`src/hw/rtl/mrl_pkg.sv`:
```
// Shared types and constants for the message ring with id lookup.
`timescale 1ns / 1ps

package mrl_pkg;

    localparam int RING_DEPTH_DEF = 16;

    localparam int CMD_W  = 2;
    localparam int ID_W   = 31;
    localparam int TYPE_W = 8;
    localparam int LEN_W  = 16;
    localparam int REC_W  = ID_W + TYPE_W + LEN_W;

    localparam logic [CMD_W-1:0] CMD_CLEAR  = 2'd0;
    localparam logic [CMD_W-1:0] CMD_PUSH   = 2'd1;
    localparam logic [CMD_W-1:0] CMD_LOOKUP = 2'd2;

    typedef enum logic [1:0] {
        S_IDLE,
        S_SCAN,
        S_DRAIN,
        S_EMIT
    } state_t;

    // Commands from the controller to the datapath.
    typedef struct packed {
        logic accept;
        logic clear;
        logic push;
        logic rd_en;
        logic load_out;
    } ctl_t;

    // Status from the datapath to the controller.
    typedef struct packed {
        logic scan_last;
    } sts_t;

endpackage

```
`src/hw/rtl/mrl_ram.sv`:
```
// Generic single-write, single-read RAM with registered read data.
`timescale 1ns / 1ps

module mrl_ram #(
    parameter int WIDTH = 8,
    parameter int DEPTH = 16
) (
    input  logic                     clk,
    input  logic                     wr_en,
    input  logic [$clog2(DEPTH)-1:0] wr_addr,
    input  logic [WIDTH-1:0]         wr_data,
    input  logic                     rd_en,
    input  logic [$clog2(DEPTH)-1:0] rd_addr,
    output logic [WIDTH-1:0]         rd_data
);

    logic [WIDTH-1:0] mem [DEPTH];

    always_ff @(posedge clk)
    begin
        if (wr_en)
        begin
            mem[wr_addr] <= wr_data;
        end
        if (rd_en)
        begin
            rd_data <= mem[rd_addr];
        end
    end

endmodule

```
`src/hw/rtl/mrl_dp.sv`:
```
// Datapath: record storage, valid bits, write pointer, scan and match logic.
`timescale 1ns / 1ps

module mrl_dp
    import mrl_pkg::*;
#(
    parameter int RING_DEPTH = RING_DEPTH_DEF
) (
    input  logic              clk,
    input  logic              rst_n,
    input  ctl_t              ctl,
    output sts_t              sts,
    input  logic [ID_W-1:0]   msg_id,
    input  logic [TYPE_W-1:0] msg_type,
    input  logic [LEN_W-1:0]  msg_len,
    output logic              found,
    output logic [TYPE_W-1:0] found_type,
    output logic [LEN_W-1:0]  found_len
);

    localparam int PTR_W = $clog2(RING_DEPTH);
    localparam logic [PTR_W-1:0] LAST_IDX = PTR_W'(RING_DEPTH - 1);

    logic [RING_DEPTH-1:0] valid_reg, valid_next;
    logic [PTR_W-1:0]      wr_ptr_reg, wr_ptr_next;
    logic [PTR_W-1:0]      scan_idx_reg, scan_idx_next;
    logic                  cmp_en_reg, cmp_en_next;
    logic                  hit_reg, hit_next;
    logic                  rd_valid_reg;
    logic [ID_W-1:0]       key_reg;
    logic [TYPE_W-1:0]     hit_type_reg, hit_type_next;
    logic [LEN_W-1:0]      hit_len_reg, hit_len_next;
    logic                  found_reg;
    logic [TYPE_W-1:0]     found_type_reg;
    logic [LEN_W-1:0]      found_len_reg;

    logic [REC_W-1:0]  rd_data;
    logic [ID_W-1:0]   entry_id;
    logic [TYPE_W-1:0] entry_type;
    logic [LEN_W-1:0]  entry_len;
    logic              match;

    mrl_ram #(
        .WIDTH (REC_W),
        .DEPTH (RING_DEPTH)
    ) u_ram (
        .clk     (clk),
        .wr_en   (ctl.push),
        .wr_addr (wr_ptr_reg),
        .wr_data ({msg_id, msg_type, msg_len}),
        .rd_en   (ctl.rd_en),
        .rd_addr (scan_idx_reg),
        .rd_data (rd_data)
    );

    // An entry never written since the last clear reads as all zero.
    always_comb
    begin
        entry_id   = rd_valid_reg ? rd_data[REC_W-1 -: ID_W] : '0;
        entry_type = rd_valid_reg ? rd_data[LEN_W +: TYPE_W] : '0;
        entry_len  = rd_valid_reg ? rd_data[LEN_W-1:0] : '0;
        match      = cmp_en_reg && (entry_id == key_reg);
    end

    always_comb
    begin
        valid_next    = valid_reg;
        wr_ptr_next   = wr_ptr_reg;
        scan_idx_next = scan_idx_reg;
        hit_next      = hit_reg;
        hit_type_next = hit_type_reg;
        hit_len_next  = hit_len_reg;
        cmp_en_next   = ctl.rd_en;

        if (ctl.clear)
        begin
            valid_next  = '0;
            wr_ptr_next = '0;
        end
        else if (ctl.push)
        begin
            valid_next[wr_ptr_reg] = 1'b1;
            wr_ptr_next = (wr_ptr_reg == LAST_IDX) ? '0 : wr_ptr_reg + 1'b1;
        end

        if (ctl.accept)
        begin
            scan_idx_next = '0;
        end
        else if (ctl.rd_en)
        begin
            scan_idx_next = (scan_idx_reg == LAST_IDX) ? '0 : scan_idx_reg + 1'b1;
        end

        // Ascending scan: a later match overrides, so the highest index wins.
        if (ctl.accept)
        begin
            hit_next      = 1'b0;
            hit_type_next = '0;
            hit_len_next  = '0;
        end
        else if (match)
        begin
            hit_next      = 1'b1;
            hit_type_next = entry_type;
            hit_len_next  = entry_len;
        end
    end

    always_ff @(posedge clk or negedge rst_n)
    begin
        if (!rst_n)
        begin
            valid_reg    <= '0;
            wr_ptr_reg   <= '0;
            scan_idx_reg <= '0;
            cmp_en_reg   <= 1'b0;
            hit_reg      <= 1'b0;
        end
        else
        begin
            valid_reg    <= valid_next;
            wr_ptr_reg   <= wr_ptr_next;
            scan_idx_reg <= scan_idx_next;
            cmp_en_reg   <= cmp_en_next;
            hit_reg      <= hit_next;
        end
    end

    always_ff @(posedge clk)
    begin
        hit_type_reg <= hit_type_next;
        hit_len_reg  <= hit_len_next;
        if (ctl.rd_en)
        begin
            rd_valid_reg <= valid_reg[scan_idx_reg];
        end
        if (ctl.accept)
        begin
            key_reg <= msg_id;
        end
        if (ctl.load_out)
        begin
            found_reg      <= hit_reg;
            found_type_reg <= hit_type_reg;
            found_len_reg  <= hit_len_reg;
        end
    end

    assign sts.scan_last = (scan_idx_reg == LAST_IDX);
    assign found         = found_reg;
    assign found_type    = found_type_reg;
    assign found_len     = found_len_reg;

    assert property (@(posedge clk) disable iff (!rst_n)
        ctl.clear |=> (wr_ptr_reg == '0) && (valid_reg == '0))
        else $error("clear did not reset pointer and valid bits");

    assert property (@(posedge clk) disable iff (!rst_n)
        ctl.push |=> valid_reg[$past(wr_ptr_reg)])
        else $error("pushed entry not marked valid");

    assert property (@(posedge clk) disable iff (!rst_n)
        ctl.accept |=> !hit_reg)
        else $error("match flag not cleared on new request");

endmodule

```
`config.mk`:
```
export PLATFORM = sky130hd
export DESIGN_NAME = mrl_dp
export DESIGN_NICKNAME = d
export VERILOG_FILES = /design/src/hw/rtl/mrl_pkg.sv /design/src/hw/rtl/mrl_ram.sv /design/src/hw/rtl/mrl_dp.sv
export SDC_FILE = /design/constraint.sdc
export NUM_CORES = 1
export LEC_CHECK = 0
export ABC_AREA = 0
export BUFFER_PORTS_ARGS = -buffer_cell sky130_fd_sc_hd__buf_2
export CORE_AREA = 4 4 273 275
export DETAILED_ROUTE_END_ITERATION = 8
export DIE_AREA = 0 0 277 279
export PLACE_DENSITY = 0.71
export SLEW_MARGIN = 10
export SYNTH_ARGS = -nofsm -noshare
export SYNTH_HDL_FRONTEND = slang
export SYNTH_SLANG_ARGS = --single-unit
```
`constraint.sdc`:
```
create_clock -name clk -period 9.02 [get_ports clk]
set_clock_uncertainty 0.1 [all_clocks]
set_input_delay 1.804 -clock clk [delete_from_list [all_inputs] [get_ports clk]]
set_output_delay 1.804 -clock clk [all_outputs]
set_load 0.02 [all_outputs]
```
==> reports/metrics.cfg, run 1 <==
[timing]
finalCriticalPeriod_ns = 4.33
hold_viol = 0
finalSetupViolCount = 0
period_share_pct = 48.0
tightest_slew_ns = 1.27
fmax_mhz = 231
layout_setup_ws_ns = 4.69
rsz0062_at_grt = false
fin_tns_setup_ns = 0
drv_slew = 0
relSlewSlack_pct = 15.1

[synth]
synth_top_area_share_pct = 75.9
yosysTopAreaCell = edfxtp_1
synth_adder_area_share_pct = 0.159
syn_inst = 1699
ys.flop_type = edfxtp_1
synthXorXnorAreaFrac_pct = 0.223
synth_area_leaders = edfxtp_1 (76%), mux4_2 (16%), dfrtp_1 (1.7%), dfxtp_1 (1.2%), clkbuf_1 (0.57%)
ys_seq_elements = 1042
synth-simple-area-share_pct = 2.03
synth_common_cells = edfxtp_1 (992), mux4_2 (280), clkbuf_1 (60)
ys_async_sr_fraction_pct = 2.50
syn_avg_cell_area_sq_um = 23.1
synth_cell_type_count = 46
yosys.cell_count.top_type = edfxtp_1
synth_top_family_by_area = multiplexers
ys_seq_area_share_pct = 78.8
synth_edf_count = 992
yosys-mux-area-fraction_pct = 16.1
postSynthNetCount = 1766
syn_area_sq_um = 39200
synth_warnings = 0
synth_compound_area_share_pct = 1.58

[global_routing]
grt_pass1_wl_mm = 128
antenna_found_initial = 4
grt.busiest_layer = met2
grt-ovfl-total = 0
grtUsageMet2_pct = 37.6
grt_pass1_vias = 18945
grt_use_total_pct = 22.6
met1_usage_pct = 31.6
met3_usage_pct = 4.73
grt_max_degree = 167

[worst_setup_path]
critPathSlowestCell = dfrtp_4
cp-startpoint = scan_idx_reg[3]
cp_max_fo = 59
required_ns = 7.12
slowest_delay_ns = 1.26
worstReg2RegStart = scan_idx_reg[0]
crit_arrival_ns = 2.43
startpoint_type = flop
worstSetupPathType = flop to output port
path_cells = and3_1 -> buf_2
crit_path_end_kind = output port

[outcome]
status = finished clean

[detailed_routing]
wl_mm = 86.4
postRouteAntennaNets = 0
dr.first_iter.drc_count = 2419
firstDrtPassIters = 5
wl_per_cell_um = 30.0
vias = 18145
drc = 0
routed_via_density = 6.31

[clocking]
cts_buffers = 102
cts_tree = yes
cts_repair_resize_count = 0
clk_latency_ns = 0.68
clock-sinks = 1042
cts_hold_buf = 0
postCtsSetupBuffers = 0
clockBufferDepth = 3
htreeDepth = 3
path_clk_slew_ns = 0.06
cts_root_buffer = clkbuf_16

[worst_hold_path]
min_path_type = flop to flop
hold_path.startpoint = hit_type_reg[3]

[die]
die_x_um = 277
die_h_um = 279
dieArea_sq_um = 77300
start_util_pct = 54.3
rows = 99
ioPinCount = 88
core-area_sq_um = 72300

[place]
place_ws_ns = 4.54
routabilityCongestion = 0.757
place_hpwl_mm = 43.2
numPlacedInstances = 2684
portBuffers = 87

[cells_and_area]
syn_to_final_growth_pct = 13.2
drive_gt1_share_pct = 30.5
nets = 1896
post-route-util_pct = 61.4
largest_reg_flops = 880
fill_cells = 4897
final_cells = 2876

[power_and_ir_drop]
vdd_drop_max_mv = 0.177
leakage_uw = 0.0138
power_density_nw_per_um2 = 234
power_uw = 10400

[flow_run]
max_cap_viol_count = 0

kinds of logic (layout without fill, tap and decap cells):
family                   after synthesis  count (layout)
multiplexers                         283             283
AO/OA/AOI/OAI                         95              95
adder cells (fa/ha/maj)                5               5
buffers and inverters                108             324
flip-flops                          1042            1042
AND/OR/NAND/NOR                      156             156
XOR/XNOR                              10              10
other                                  0               2
layer usage:
layer / wire length (um) / share of wire, %
met1: 33400 / 39
met2: 44100 / 51
met3: 7220 / 8.4
met4: 1680 / 1.9
met5: 13 / 0.015
placed cells by master (no fill, tap or decap), drive strengths merged, types with 3 or more instances in the layout:
master and count:
edfxtp 992, mux4 280, clkbuf 121, buf 117, nor2 54, clkinv 42
nand2 35, a21oi 33, or4 27, dfrtp 26, o31ai 24, dfxtp 24
inv 22, bufinv 15, o21ai 10, nand3 8, o22ai 8, nand2b 7
clkinvlp 7, xor2 6, ha 5, nor3 5, xnor2 4, a31o 4
a22oi 4, nand4b 4, nor4 4, nor2b 3
power by group:
part           internal, uW  total, uW  switching, uW
Sequential             5400       5460           66.0
Combinational           263        554            291
Clock                  2570       4380           1800
Total                  8230      10400           2160
metrics by stage:
step	hold WS, ns	instance area, sq um
after global placement	0.315	40900
after global routing	0.333	44400
after detailed placement	0.316	40900
after CTS	0.329	44400
after floorplan	0.308	39200
final	0.325	44400
worst paths after layout:
path | slack, ns | cells past startpoint | to
max | 4.69 | 2 | sts
min | 0.32 | 0 | found_type[3]
max reg2reg | 4.93 | 4 | u_ram.rd_data[21]
min reg2reg | 0.32 | 0 | found_type[3]
max in group asynchronous | 7.14 | 1 | scan_idx_reg[3]
min in group asynchronous | 1.11 | 1 | hit_reg
final cells by class:
cell class                 instances  area [sq um]  area share [%]
antenna                            2          5.00          0.0113
clock buffer                     121          2690            6.05
clock inverter                    69           815            1.83
inverter                          17          63.8           0.144
multi-input combinational        549          8030            18.1
sequential                      1042         30900            69.6
tap                              959          1200            2.70
timing repair buffer             117           688            1.55
worst max-delay path, delay by kind of cell (launching register included):
family	cells	cell delay [ns]
buf+inv	1	0.19
flops	1	1.26
simple gates	1	0.32
Note: power is estimated with default switching activity, not from simulation.
==> inputs of run 2 (changes only) <==
==> constraint.sdc (replaced) <==
create_clock -name clk -period 4.2 [get_ports clk]
set_clock_uncertainty 0.1 [all_clocks]
set_input_delay 0.84 -clock clk [delete_from_list [all_inputs] [get_ports clk]]
set_output_delay 0.84 -clock clk [all_outputs]
set_load 0.02 [all_outputs]
==> reports/metrics.cfg, run 2 (synthesized netlist as in run 1, its figures left out) <==
[outcome]
status = finished clean

[global_routing]
grt_pass1_wl_mm = 122  ; -4.7%
grt_use_total_pct = 21.2  ; -1.4 points
antenna_found_initial = 6  ; +2
grt_max_degree = 87  ; -48%
grt_pass1_vias = 18655  ; -1.5%
grt-ovfl-total = 0  ; unchanged

[die]
die_h_um = 279  ; unchanged
die_x_um = 277  ; unchanged
dieArea_sq_um = 77300  ; unchanged
core-area_sq_um = 72300  ; unchanged
start_util_pct = 54.3  ; unchanged
ioPinCount = 88  ; unchanged
rows = 99  ; unchanged

[clocking]
path_clk_slew_ns = 0.06  ; about the same
cts_tree = yes
cts_hold_buf = 0  ; unchanged
clock-sinks = 1042  ; unchanged
postCtsSetupBuffers = 0  ; unchanged
clockBufferDepth = 3  ; unchanged
cts_root_buffer = clkbuf_16
htreeDepth = 3  ; unchanged
cts_buffers = 99  ; -2.9%
clk_latency_ns = 0.65  ; -0.03 ns
cts_repair_resize_count = 0  ; unchanged

[place]
numPlacedInstances = 2697  ; +0.48%
dpl_cell_area_sq_um = 41300  ; +0.91%
place_hpwl_mm = 42.2  ; -2.3%
place_ws_ns = 1.08  ; -3.46 ns
portBuffers = 87  ; unchanged
routabilityCongestion = 0.809  ; +6.9%

[worst_setup_path]
crit_arrival_ns = 2.43  ; about the same
worstSetupPathType = flop to output port
crit_path_end_kind = output port
required_ns = 3.26  ; -3.86 ns
reg2reg_depth = 6  ; +2
startpoint_type = flop
cp_max_fo = 68  ; +15%

[timing]
layout_setup_ws_ns = 0.833  ; -3.86 ns
finalSetupViolCount = 0  ; unchanged
relSlewSlack_pct = 17.7  ; +2.6 points
rsz0062_at_grt = false
finalCriticalPeriod_ns = 3.37
hold_viol = 0  ; unchanged
fin_tns_setup_ns = 0  ; unchanged
drv_slew = 0  ; unchanged
tightest_slew_ns = 1.23  ; -0.0385 ns
fmax_mhz = 297
fin_hold_ws_ns = 0.145  ; -0.180 ns
period_share_pct = 80.2

[cells_and_area]
largest_reg_flops = 880  ; unchanged
final_cells = 2886  ; +0.35%
drive_gt1_share_pct = 30.5  ; +0.045 points
layout_common_cells = edfxtp_1 (992), mux4_2 (280), clkbuf_16 (100)
layout_commonest_cell = edfxtp_1
fill_cells = 4850  ; -0.96%
nets = 1906  ; +0.53%
syn_to_final_growth_pct = 13.5
finish.instance_area_sq_um = 44500  ; +0.25%

[detailed_routing]
postRouteAntennaNets = 0  ; unchanged
drc = 0  ; unchanged
dr.first_iter.drc_count = 2024  ; -16%
vias = 17934  ; -1.2%
routed_via_density = 6.21  ; -1.5%
firstDrtPassIters = 8  ; +3
wl_mm = 81.3  ; -5.9%
wl_per_cell_um = 28.2  ; -6.2%

[power_and_ir_drop]
power_density_nw_per_um2 = 488  ; +110%
leakage_uw = 0.0138  ; about the same
vdd_drop_max_mv = 0.327  ; +84%

[flow_run]
max_cap_viol_count = 0  ; unchanged

[worst_hold_path]
min_path_type = input pin to asynchronous set/reset pin

-- run 2: cell types whose count changed in the layout (fill, tap and decap cells not counted), sizes merged --
cell,change
bufinv,-5
inv,+1
clkinvlp,-3
clkbuf,+7
buf,+13
clkinv,-6
diode,+3
-- run 2: path summary, 6_finish.rpt --
kind	slack [ns]	start	end
max in group asynchronous	3.33	rst_n	scan_idx_reg[3]
min in group clk	0.33	hit_len_reg[6]	found_len[6]
hold reg to reg	0.33	hit_len_reg[6]	found_len[6]
hold / removal	0.14	rst_n	valid_reg[8]
setup / recovery	0.83	scan_idx_reg[0]	sts
setup reg to reg	1.02	rd_valid_reg	hit_type_reg[3]
-- run 2: stage by stage --
stage | power [uW] | util [%]
6_report | 21700 | 61.6
5_1_grt | 22400 | 61.6
4_1_cts | 21900 | 61.6
3_5_place_dp | 13100 | 57.1
3_3_place_gp | 13100 | 57.1
2_1_floorplan | 12700 | -
-- run 2: layout make-up --
class                      instances  area [sq um]  share of cell area, %
antenna                            5          12.5                 0.0281
sequential                      1042         30900                   69.5
timing repair buffer             130          1040                   2.33
inverter                          17          63.8                  0.143
clock buffer                     128          2660                   5.97
tap                              959          1200                   2.69
multi-input combinational        549          8060                   18.1
clock inverter                    56           577                   1.30
-- run 2: power by group --
| group | leakage [uW] | switching, uW | internal [uW] | total (uW) |
|---|---|---|---|---|
| clock network | 0.00158 | 3700 | 5100 | 8800 |
| registers | 0.00960 | 99.8 | 11600 | 11700 |
| logic | 0.00265 | 651 | 576 | 1230 |
| total | 0.0138 | 4450 | 17300 | 21700 |
-- run 2: metal layers --
| layer | track usage [%] | share of wire (%) | vias to the layer above |
|---|---|---|---|
| li1 | - | - | 7506 |
| met1 | 30.0 | 40 | 9637 |
| met2 | 35.1 | 51 | 688 |
| met3 | 4.06 | 7.2 | 103 |
| met4 | 5.20 | 1.9 | 0 |
| met5 | 0 | 0 | - |
-- run 2: critical path: stages (launching register included) --
cell	delay, ns
dfrtp_4	0.53
buf_12	0.45
ha_1	0.28
and3_1	0.30
buf_2	0.21
