==> config.mk <==
export PLATFORM = sky130hd
export DESIGN_NAME = mrl_ctrl
export DESIGN_NICKNAME = d
export VERILOG_FILES = /design/src/hw/rtl/mrl_pkg.sv /design/src/hw/rtl/mrl_ctrl.sv
export SDC_FILE = /design/constraint.sdc
export NUM_CORES = 1
export LEC_CHECK = 0
export ABC_AREA = 1
export BUFFER_PORTS_ARGS = -buffer_cell sky130_fd_sc_hd__buf_2
export CAP_MARGIN = 10
export CORE_AREA = 5 5 42 44
export DETAILED_ROUTE_END_ITERATION = 7
export DIE_AREA = 0 0 47 49
export MAX_ROUTING_LAYER = met4
export RECOVER_POWER = 50
export REMOVE_ABC_BUFFERS = 1
export SYNTH_ARGS = -nofsm -noshare
export SYNTH_HDL_FRONTEND = slang
export SYNTH_SLANG_ARGS = --single-unit
==> constraint.sdc <==
create_clock -name clk -period 1.82 [get_ports clk]
set_clock_uncertainty 0.1 [all_clocks]
set_input_delay 0.091 -clock clk [delete_from_list [all_inputs] [get_ports clk]]
set_output_delay 0.091 -clock clk [all_outputs]
set_load 0.05 [all_outputs]
==> src/hw/rtl/mrl_pkg.sv <==
// Shared types and constants for the message ring with id lookup.
`timescale 1ns / 1ps

package mrl_pkg;

    localparam int RING_DEPTH_DEF = 16;

    localparam int CMD_W  = 2;
    localparam int ID_W   = 31;
    localparam int TYPE_W = 8;
    localparam int LEN_W  = 16;
    localparam int REC_W  = ID_W + TYPE_W + LEN_W;

    localparam logic [CMD_W-1:0] CMD_CLEAR  = 2'd0;
    localparam logic [CMD_W-1:0] CMD_PUSH   = 2'd1;
    localparam logic [CMD_W-1:0] CMD_LOOKUP = 2'd2;

    typedef enum logic [1:0] {
        S_IDLE,
        S_SCAN,
        S_DRAIN,
        S_EMIT
    } state_t;

    // Commands from the controller to the datapath.
    typedef struct packed {
        logic accept;
        logic clear;
        logic push;
        logic rd_en;
        logic load_out;
    } ctl_t;

    // Status from the datapath to the controller.
    typedef struct packed {
        logic scan_last;
    } sts_t;

endpackage

==> src/hw/rtl/mrl_ctrl.sv <==
// Controller: request handshake, scan sequencing and response handshake.
`timescale 1ns / 1ps

module mrl_ctrl
    import mrl_pkg::*;
(
    input  logic             clk,
    input  logic             rst_n,
    input  logic             req_valid,
    input  logic [CMD_W-1:0] req_cmd,
    output logic             req_ready,
    output logic             rsp_valid,
    input  logic             rsp_ready,
    output ctl_t             ctl,
    input  sts_t             sts
);

    state_t state_reg, state_next;
    logic   out_valid_reg, out_valid_next;
    logic   accept;
    logic   slot_free;

    assign accept    = req_valid && (state_reg == S_IDLE);
    assign slot_free = !out_valid_reg || rsp_ready;

    always_comb
    begin
        state_next = state_reg;
        unique case (state_reg)
            S_IDLE:
            begin
                if (accept)
                begin
                    state_next = (req_cmd == CMD_LOOKUP) ? S_SCAN : S_EMIT;
                end
            end
            S_SCAN:
            begin
                if (sts.scan_last)
                begin
                    state_next = S_DRAIN;
                end
            end
            S_DRAIN:
            begin
                state_next = S_EMIT;
            end
            S_EMIT:
            begin
                if (slot_free)
                begin
                    state_next = S_IDLE;
                end
            end
            default:
            begin
                state_next = S_IDLE;
            end
        endcase
    end

    always_comb
    begin
        req_ready    = (state_reg == S_IDLE);
        ctl.accept   = accept;
        ctl.clear    = accept && (req_cmd == CMD_CLEAR);
        ctl.push     = accept && (req_cmd == CMD_PUSH);
        ctl.rd_en    = (state_reg == S_SCAN);
        ctl.load_out = (state_reg == S_EMIT) && slot_free;

        out_valid_next = out_valid_reg;
        if (ctl.load_out)
        begin
            out_valid_next = 1'b1;
        end
        else if (rsp_ready)
        begin
            out_valid_next = 1'b0;
        end
    end

    always_ff @(posedge clk or negedge rst_n)
    begin
        if (!rst_n)
        begin
            state_reg     <= S_IDLE;
            out_valid_reg <= 1'b0;
        end
        else
        begin
            state_reg     <= state_next;
            out_valid_reg <= out_valid_next;
        end
    end

    assign rsp_valid = out_valid_reg;

    assert property (@(posedge clk) disable iff (!rst_n)
        (accept && (req_cmd == CMD_LOOKUP)) |=> (state_reg == S_SCAN))
        else $error("lookup request did not start a scan");

    assert property (@(posedge clk) disable iff (!rst_n)
        ((state_reg == S_SCAN) && sts.scan_last) |=> (state_reg == S_DRAIN))
        else $error("scan end did not drain the compare stage");

    assert property (@(posedge clk) disable iff (!rst_n)
        $rose(out_valid_reg) |-> $past(state_reg == S_EMIT))
        else $error("response raised outside the emit state");

endmodule

==> results of run 1 <==
worst max-delay path: cells and delay by family, from the launching register on:
kind                       cells  cell delay [ns]
DFF                            1             0.40
and+or+nand+nor                2             0.22
adders and majority gates      1             0.21
buffers and inverters          2             0.37
power by group through the flow:
stage,combinational (mW),sequential [mW],clock (mW)
4_1_cts,0.511,0.136,0.122
3_5_place_dp,0.506,0.137,0
3_3_place_gp,0.508,0.136,0
2_1_floorplan,0.380,0.167,0
6_report,0.493,0.136,0.113
5_1_grt,0.551,0.142,0.125
logic make-up after synthesis:
group                      count (synthesis)  share of synthesized area
adders and majority gates                  4                      0.175
DFF                                        3                      0.262
buffers and inverters                     13                      0.196
and+or+nand+nor                           21                      0.332
AOI/OAI and AO/OA                          2                     0.0349
timing repair:
| item | in CTS | in global routing |
|---|---|---|
| resized for setup | 0 | 0 |
| hold endpoints to repair | 3 | 0 |
| hold buffers | 1 | 0 |
final timing paths:
| path | slack [ns] | start | end |
|---|---|---|---|
| hold reg to reg | 0.43 | state_reg[0]$_DFFE_PN0P_ | state_reg[0]$_DFFE_PN0P_ |
| min in group asynchronous | 0.09 | rst_n | rsp_valid$_DFFE_PN0P_ |
| setup reg to reg | 0.57 | state_reg[0]$_DFFE_PN0P_ | state_reg[1]$_DFFE_PN0P_ |
| max in group asynchronous | 1.38 | rst_n | state_reg[0]$_DFFE_PN0P_ |
| setup / recovery | 0.20 | state_reg[0]$_DFFE_PN0P_ | ctl[3] |
| hold / removal | 0.03 | rsp_ready | rsp_valid$_DFFE_PN0P_ |
synthesized netlist by cell type, drive strengths merged:
cell	count	area, sq um
nand2	15	61.3
inv	11	41.3
ha	4	50.1
dfrtp	3	75.1
buf	2	15.0
nand3	2	15.0
nor2	2	7.51
a21oi	1	5.00
nand4	1	6.26
nor3	1	5.00
o21ai	1	5.00
routing by layer:
| layer | up-vias | routed length (um) |
|---|---|---|
| met5 | - | 0 |
| met1 | 113 | 191 |
| met2 | 3 | 300 |
| met3 | 0 | 31 |
| met4 | 0 | 0 |
| li1 | 157 | - |
metrics by stage:
step | worst slack, ns | util | TNS [ns] | power (mW)
final | 0.199 | 0.277 | 0 | 0.742
after global routing | 0.0588 | 0.277 | 0 | 0.818
after CTS | 0.149 | 0.280 | 0 | 0.768
after detailed placement | 0.402 | 0.254 | 0 | 0.643
after global placement | 0.422 | 0.254 | 0 | 0.644
after floorplan | -0.612 | - | -0.840 | 0.547
cell type report:
class / instances / area share
Multi-Input combinational cell: 27 / 0.394
Sequential cell: 3 / 0.194
Timing Repair Buffer: 14 / 0.187
Inverter: 11 / 0.106
Clock buffer: 4 / 0.0677
Tap cell: 16 / 0.0516
==> impl_results.md, run 1 <==
- Status: finished clean
- Minimum clock period: 1.62 ns
- Fin area: 388 sq um
- Hold Slack: 0.0311 ns
- WL per Instance: 6.97 um
- CP arrival: 1.43 ns
- Yosys cell types: 13
- Number of setup buffers added after CTS: 0
- Clock network fraction of design power: 0.152
- CTS tree: done
- Root buf cell: clkbuf_4
- Gate Count Post-Synth: 43
- Seq cells post-synth: 3
- Global-route wire length before repair: 938 um
- PortBufs: 13
- Total iterations of the first detailed-routing run: 4
- Reg clk slew, reported paths: 0.03 ns
- ANT nets after route: 0
- R2r worst-path depth: 6
- Clk buf depth: 2
- Total net switching power: 0.422 mW
- Net Sw Frac: 0.569
- Min-delay worst type: input port to flip-flop
- Critical path's slowest cell: dfrtp_1
- Final count of negative-setup-slack endpoints: 0
- WS Path Type: flip-flop to output port
- CP endpoint kind: output port
- I/O pin cnt: 14
- Chip Height: 49 um
- DR vias/cell: 3.64
- Hold depth: 4
- Die X: 47 um
- Fmax: 617 MHz
- Post-Place Cells: 70
- Total CTS buffers: 3
- Ys Warns: 0
- CORE AREA: 0.00140 sq mm
- Crit-path max FO: 5
- Crit path largest cell delay: 0.40 ns
- Antenna violations before repair: 0
- M3 GR Usage: 0.0148
- Drt initial violations: 3
- Placed Area: 357 sq um
- Most common cell after layout, fill and taps aside: nand2_1
- Footprint of the multi-input gates: 153 sq um
- Slew headroom: 0.604
- Filler Cell Count: 171
- Largest net degree at the start of global routing: 6
- GPL Wtd Cong: 0.664
- Setup crit start kind: flip-flop
- Final hold viol count: 0
- Seq pwr share: 0.183
- Gr busiest metal: met2
- Layout net count: 71
- Met1 usage: 0.0509
- Sequential cell area: 75.1 sq um
- Worst Tran Pin Value: 0.597 ns
- P_int: 0.320 mW
- Layout cells sized above 1: 0.271
- Maximum vdd drop: 460 uV
- Starting density of the core: 0.204
- Critical-path cell list: inv_1 > ha_1 > nand2_1 > nor3_1 > buf_2
- Clock sink count: 3
- Vias in the first global route: 275
- Leak: 0.257 nW
- DRC viols: 0
- WL final: 523 um
- N_diodes: 0
- Synthesized area: 287 sq um
- Period utilization: 0.890
- Post-DP HPWL: 463 um
- Die area: 0.00230 sq mm
- Most frequent cells in the layout: nand2_1 (14), inv_1 (11), buf_2 (11)
- Mean post-synth cell area: 6.66 sq um
- H-tree lvl count: 1
- Area grow syn2layout: 35.4%
- Combinational Power Share: 0.665
- PD cells: 1910 mW/mm^2
- Sequential share of the synthesized area: 0.262
- RSZ-0062 raised after global routing: no
- Max reg flops: 2
- FP Rows: 14
- Vias after detailed routing: 273
- Final Max Tran Viols: 0
- Grt total ovfl: 0
- CP required: 1.63 ns
- Met2 usage: 0.0950
- Max_cap viols: 0
- GRT Overall Usage: 0.0586
- Worst-Skew Late Latency: 0.23 ns
- Fin cells: 75
No activity file was read; power rests on OpenSTA's default activity.
==> run 2, diff against run 1 <==
--- a/config.mk
+++ b/config.mk
@@ -9,3 +9,2 @@
 export BUFFER_PORTS_ARGS = -buffer_cell sky130_fd_sc_hd__buf_2
-export CAP_MARGIN = 10
 export CORE_AREA = 5 5 42 44
==> constraint.sdc (replaced) <==
create_clock -name clk -period 1.82 [get_ports clk]
set_clock_uncertainty 0.1 [all_clocks]
set_input_delay 0.182 -clock clk [delete_from_list [all_inputs] [get_ports clk]]
set_output_delay 0.182 -clock clk [all_outputs]
set_load 0.05 [all_outputs]
==> run 2 against run 1 <==
Effect of this change:
- sequential cell count stayed put
- via count is 2.2% higher
- clock power hardly changed
- worst hold slack better by 0.091 ns
- first-iteration DRC count is 33% higher
- sequential share of layout area is 0.25 points lower
- utilization is 0.36 points higher
- register-to-register slack better by 0.06 ns
- count of clock-buffer cells in the layout stayed put
- final cell count stayed put
- final area is 1.3% higher
- critical endpoint is now ctl[2]
- largest cell class unchanged
==> impl_results.md, run 2 (synthesis gave the netlist of run 1 again) <==
- Sequential cell area: 75.1 sq um
- CORE AREA: 0.00140 sq mm
- Die area: 0.00230 sq mm
- Fin area: 393 sq um
- CP required: 1.54 ns
- Period utilization: 0.919
- Seq pwr share: 0.182
- Starting density of the core: 0.204
- Largest net degree at the start of global routing: 6
- Total net switching power: 0.423 mW
- GPL Wtd Cong: 0.663
- Final hold viol count: 0
- Slew headroom: 0.604
- Setup crit start kind: flip-flop
- Setup slack, reg-to-reg: 0.63 ns
- Fmax: 598 MHz
- Most frequent cells in the layout: nand2_1 (14), inv_1 (11), buf_2 (10)
- ANT nets after route: 0
- H-tree lvl count: 1
- Number of setup buffers added after CTS: 0
- CP endpoint kind: output port
- DRC viols: 0
- Root buf cell: clkbuf_4
- N_diodes: 0
- Max_cap viols: 0
- Clk buf depth: 2
- Hold Slack: 0.122 ns
- Final Max Tran Viols: 0
- Vias after detailed routing: 279
- Final count of negative-setup-slack endpoints: 0
- Clock network fraction of design power: 0.151
- Reg clk slew, reported paths: 0.03 ns
- Hold path startpoint: rsp_ready
- I/O pin cnt: 14
- Worst Tran Pin Value: 0.597 ns
- WL final: 528 um
- Leak: 0.255 nW
- RSZ-0062 raised after global routing: no
- CTS tree: done
- Placed Area: 357 sq um
- Layout cells sized above 1: 0.288
- Hold depth: 4
- Worst r2r src: state_reg[0]$_DFFE_PN0P_
- Grt total ovfl: 0
- Worst-Skew Late Latency: 0.23 ns
- Met2 wire length: 306 um
- Min-delay worst type: input port to flip-flop
- Filler Cell Count: 169
- Antenna violations before repair: 0
- Max reg flops: 2
- Global-route wire length before repair: 938 um
- Most common cell after layout, fill and taps aside: nand2_1
- Footprint of the multi-input gates: 155 sq um
- Area grow syn2layout: 37.1%
- Layout net count: 71
- Vias in the first global route: 275
- Total CTS buffers: 3
- Die X: 47 um
- Post-DP HPWL: 463 um
- Minimum clock period: 1.67 ns
- PD cells: 1900 mW/mm^2
- Crit-path max FO: 5
- DR vias/cell: 3.72
- Drt initial violations: 4
- M1 WL: 190 um
- R2r worst-path depth: 6
- Status: finished clean
- Clock sink count: 3
- GRT Overall Usage: 0.0586
- Hold EP: rsp_valid$_DFFE_PN0P_
- Combinational Power Share: 0.668
- PortBufs: 13
- Maximum vdd drop: 475 uV
- CP arrival: 1.39 ns
- P_int: 0.325 mW
- Net Sw Frac: 0.565
- WL per Instance: 7.04 um
- WS Path Type: flip-flop to output port
- Total iterations of the first detailed-routing run: 2
- Chip Height: 49 um
- Worst r2r dst: state_reg[1]$_DFFE_PN0P_
- Uppermost layer routed: met3
- FP Rows: 14
- Metal3 WL: 31 um
==> run 2: cell counts in the layout (fill, tap and decap cells not counted) <==
No cell type changed its count.
==> run 2: through the flow <==
step	cells	TNS [ns]	power [mW]	worst slack, ns	utilization
6_report	75	0	0.748	0.147	0.280
5_1_grt	75	0	0.828	0.0268	0.280
4_1_cts	75	0	0.768	0.0580	0.280
3_5_place_dp	70	0	0.643	0.311	0.254
3_3_place_gp	70	0	0.644	0.330	0.254
2_1_floorplan	41	-1.02	0.547	-0.703	-
==> run 2: how the worst max path moves through the flow <==
stage	depth (start not counted)	from	endpoint	slack, ns
final	5	state_reg[0]$_DFFE_PN0P_	ctl[2]	0.15
after global routing	5	state_reg[1]$_DFFE_PN0P_	ctl[3]	0.03
after CTS	5	state_reg[0]$_DFFE_PN0P_	ctl[3]	0.06
after detailed placement	5	state_reg[0]$_DFFE_PN0P_	ctl[3]	0.31
after global placement	5	state_reg[0]$_DFFE_PN0P_	ctl[3]	0.33
after floorplan	4	state_reg[0]$_DFFE_PN0P_	ctl[3]	-0.70
==> run 2: what timing repair did <==
action,CTS,global route
hold buffers,1,0
endpoints found under the setup margin,0,1
endpoints found under the hold margin,3,0
resized for setup,0,3
==> run 2: cell type report <==
cell class,instances,area share
Sequential cell,3,0.191
Clock buffer,4,0.0669
Multi-Input combinational cell,27,0.395
Inverter,11,0.105
Timing Repair Buffer,14,0.191
Tap cell,16,0.0510
==> run 2: power by group through the flow <==
stage          Combinational, mW  Clock [mW]  Sequential (mW)
2_1_floorplan              0.380           0            0.167
3_3_place_gp               0.508           0            0.136
3_5_place_dp               0.506           0            0.137
4_1_cts                    0.511       0.122            0.136
5_1_grt                    0.562       0.125            0.142
6_report                   0.500       0.113            0.136
==> run 2: critical path, cell delays in order (launching register included) <==
cell and delay, ns:
dfrtp_1 0.40, inv_1 0.09, ha_2 0.22, nand2_1 0.09
nor2_1 0.10, buf_2 0.26
==> run 2: metal layers <==
metal,up-vias,track usage
met5,-,-
met4,0,0.0553
met3,0,0.0148
met2,3,0.0950
met1,117,0.0509
li1,159,-
==> run 3, diff against run 2 <==
RECOVER_POWER = unset   (was 50)
==> run 3 against run 2 <==
Effect of this change:
- worst hold slack about the same
- utilization is 0.36 points higher
- largest cell class unchanged
- via count unchanged
- first-iteration DRC count is the same
- critical path depth did not move
- setup slack barely moved
- clock power barely moved
- global-route usage unchanged
- highest routed layer unchanged
- sequential power is essentially flat
- sequential share of layout area shrank 0.24 points
==> impl_results.md, run 3 (synthesis gave the netlist of run 1 again) <==
- Status: finished clean
- WS Path Type: flip-flop to output port
- Filler Cell Count: 168
- Die area: 0.00230 sq mm
- Most frequent cells in the layout: nand2_1 (13), buf_2 (12), inv_1 (11)
- Starting density of the core: 0.204
- I/O pin cnt: 14
- Crit-path max FO: 5
- FP Rows: 14
- PortBufs: 13
- ANT nets after route: 0
- Placed Area: 357 sq um
- Total iterations of the first detailed-routing run: 2
- Root buf cell: clkbuf_4
- Setup crit start kind: flip-flop
- Clk buf depth: 2
- Antenna violations before repair: 0
- CTS tree: done
- CP required: 1.54 ns
- RSZ-0062 raised after global routing: no
- Footprint of the multi-input gates: 158 sq um
- Fin area: 398 sq um
- Minimum clock period: 1.67 ns
- PD cells: 1900 mW/mm^2
- Critical path's slowest cell: dfrtp_1
- Min-delay worst type: input port to flip-flop
- Critical-path cell list: inv_1 > ha_2 > nand2_1 > nor2_1 > buf_2
- Period utilization: 0.919
- Clock network fraction of design power: 0.149
- Combinational Power Share: 0.672
- Sequential cell area: 75.1 sq um
- Global-route wire length before repair: 938 um
- WL per Instance: 6.96 um
- Total net switching power: 0.425 mW
- H-tree lvl count: 1
- CP arrival: 1.39 ns
- Hold EP: rsp_valid$_DFFE_PN0P_
- Die X: 47 um
- Net Sw Frac: 0.562
- Hold path startpoint: rsp_ready
- Clock sink count: 3
- Max reg flops: 2
- Maximum vdd drop: 477 uV
- Worst-Skew Late Latency: 0.23 ns
- Vias in the first global route: 275
- CP endpoint kind: output port
- R2r worst-path depth: 6
- Leak: 0.262 nW
- Layout cells sized above 1: 0.339
- Area grow syn2layout: 38.9%
- Grt total ovfl: 0
- Setup slack, reg-to-reg: 0.62 ns
- Setup TNS: 0 ns
- Crit path largest cell delay: 0.40 ns
- Final Max Tran Viols: 0
- GPL Wtd Cong: 0.663
- Fmax: 598 MHz
- Chip Height: 49 um
- Max_cap viols: 0
- CORE AREA: 0.00140 sq mm
- Final count of negative-setup-slack endpoints: 0
- Seq pwr share: 0.179
- Slew headroom: 0.833
- WL final: 522 um
- Post-DP HPWL: 463 um
- Hold depth: 4
- Total CTS buffers: 3
- DR vias/cell: 3.72
- Drt initial violations: 4
- N_diodes: 0
- Layout net count: 71
- GRT Overall Usage: 0.0586
- Largest net degree at the start of global routing: 6
- P_int: 0.331 mW
- Worst Tran Pin Value: 0.252 ns
- Worst r2r src: state_reg[0]$_DFFE_PN0P_
- Number of setup buffers added after CTS: 0
- Reg clk slew, reported paths: 0.03 ns
- Final hold viol count: 0
- Worst r2r dst: state_reg[1]$_DFFE_PN0P_
- DRC viols: 0
- Most common cell after layout, fill and taps aside: nand2_1
- Vias after detailed routing: 279
==> run 3: per-layer routing <==
layer | vias to the layer above | track usage | routed length (um)
met5 | - | - | 0
met4 | 0 | 0.0553 | 0
met3 | 0 | 0.0148 | 31
met2 | 3 | 0.0950 | 304
met1 | 117 | 0.0509 | 187
li1 | 159 | - | -
==> run 3: worst max-delay path by stage <==
stage / start / end / slack (ns) / depth (start not counted)
6_report: state_reg[0]$_DFFE_PN0P_ / ctl[2] / 0.15 / 5
5_1_grt: state_reg[1]$_DFFE_PN0P_ / ctl[3] / 0.03 / 5
4_1_cts: state_reg[0]$_DFFE_PN0P_ / ctl[3] / 0.06 / 5
3_5_place_dp: state_reg[0]$_DFFE_PN0P_ / ctl[3] / 0.31 / 5
3_3_place_gp: state_reg[0]$_DFFE_PN0P_ / ctl[3] / 0.33 / 5
2_1_floorplan: state_reg[0]$_DFFE_PN0P_ / ctl[3] / -0.70 / 4
==> run 3: timing repair <==
item,4_1_cts,5_1_grt
endpoints found under the hold margin,3,0
gates resized for setup,0,3
hold buffers,1,0
setup endpoints to repair,0,1
==> run 3: layout make-up <==
type                    instances  share of cell area
clock buffers                   4              0.0660
inverters                      11               0.104
multi-input cells              27               0.396
flip-flops and latches          3               0.189
well taps                      16              0.0503
repair buffers                 14               0.195
==> run 3: critical path: cells and delay by family (launching register included) <==
kind | cells | cell delay (ns)
fa+ha+maj | 1 | 0.22
simple gates | 2 | 0.19
flops | 1 | 0.40
buf+inv | 2 | 0.35
==> run 3: metrics by stage <==
step                       util  hold slack [ns]  setup slack, ns  total power, mW  instances
after floorplan               -           -0.214           -0.703            0.547         41
after global placement    0.254           -0.120            0.330            0.644         70
after detailed placement  0.254           -0.122            0.311            0.643         70
after CTS                 0.280            0.116           0.0580            0.768         75
after global routing      0.284            0.165           0.0268            0.835         75
final                     0.284            0.122            0.147            0.756         75
==> run 3: power by group through the flow <==
| stage | combinational, mW | clock [mW] | sequential, mW |
|---|---|---|---|
| floorplan | 0.380 | 0 | 0.167 |
| global placement | 0.508 | 0 | 0.136 |
| detailed placement | 0.506 | 0 | 0.137 |
| CTS | 0.511 | 0.122 | 0.136 |
| global route | 0.568 | 0.125 | 0.142 |
| finish | 0.508 | 0.113 | 0.135 |
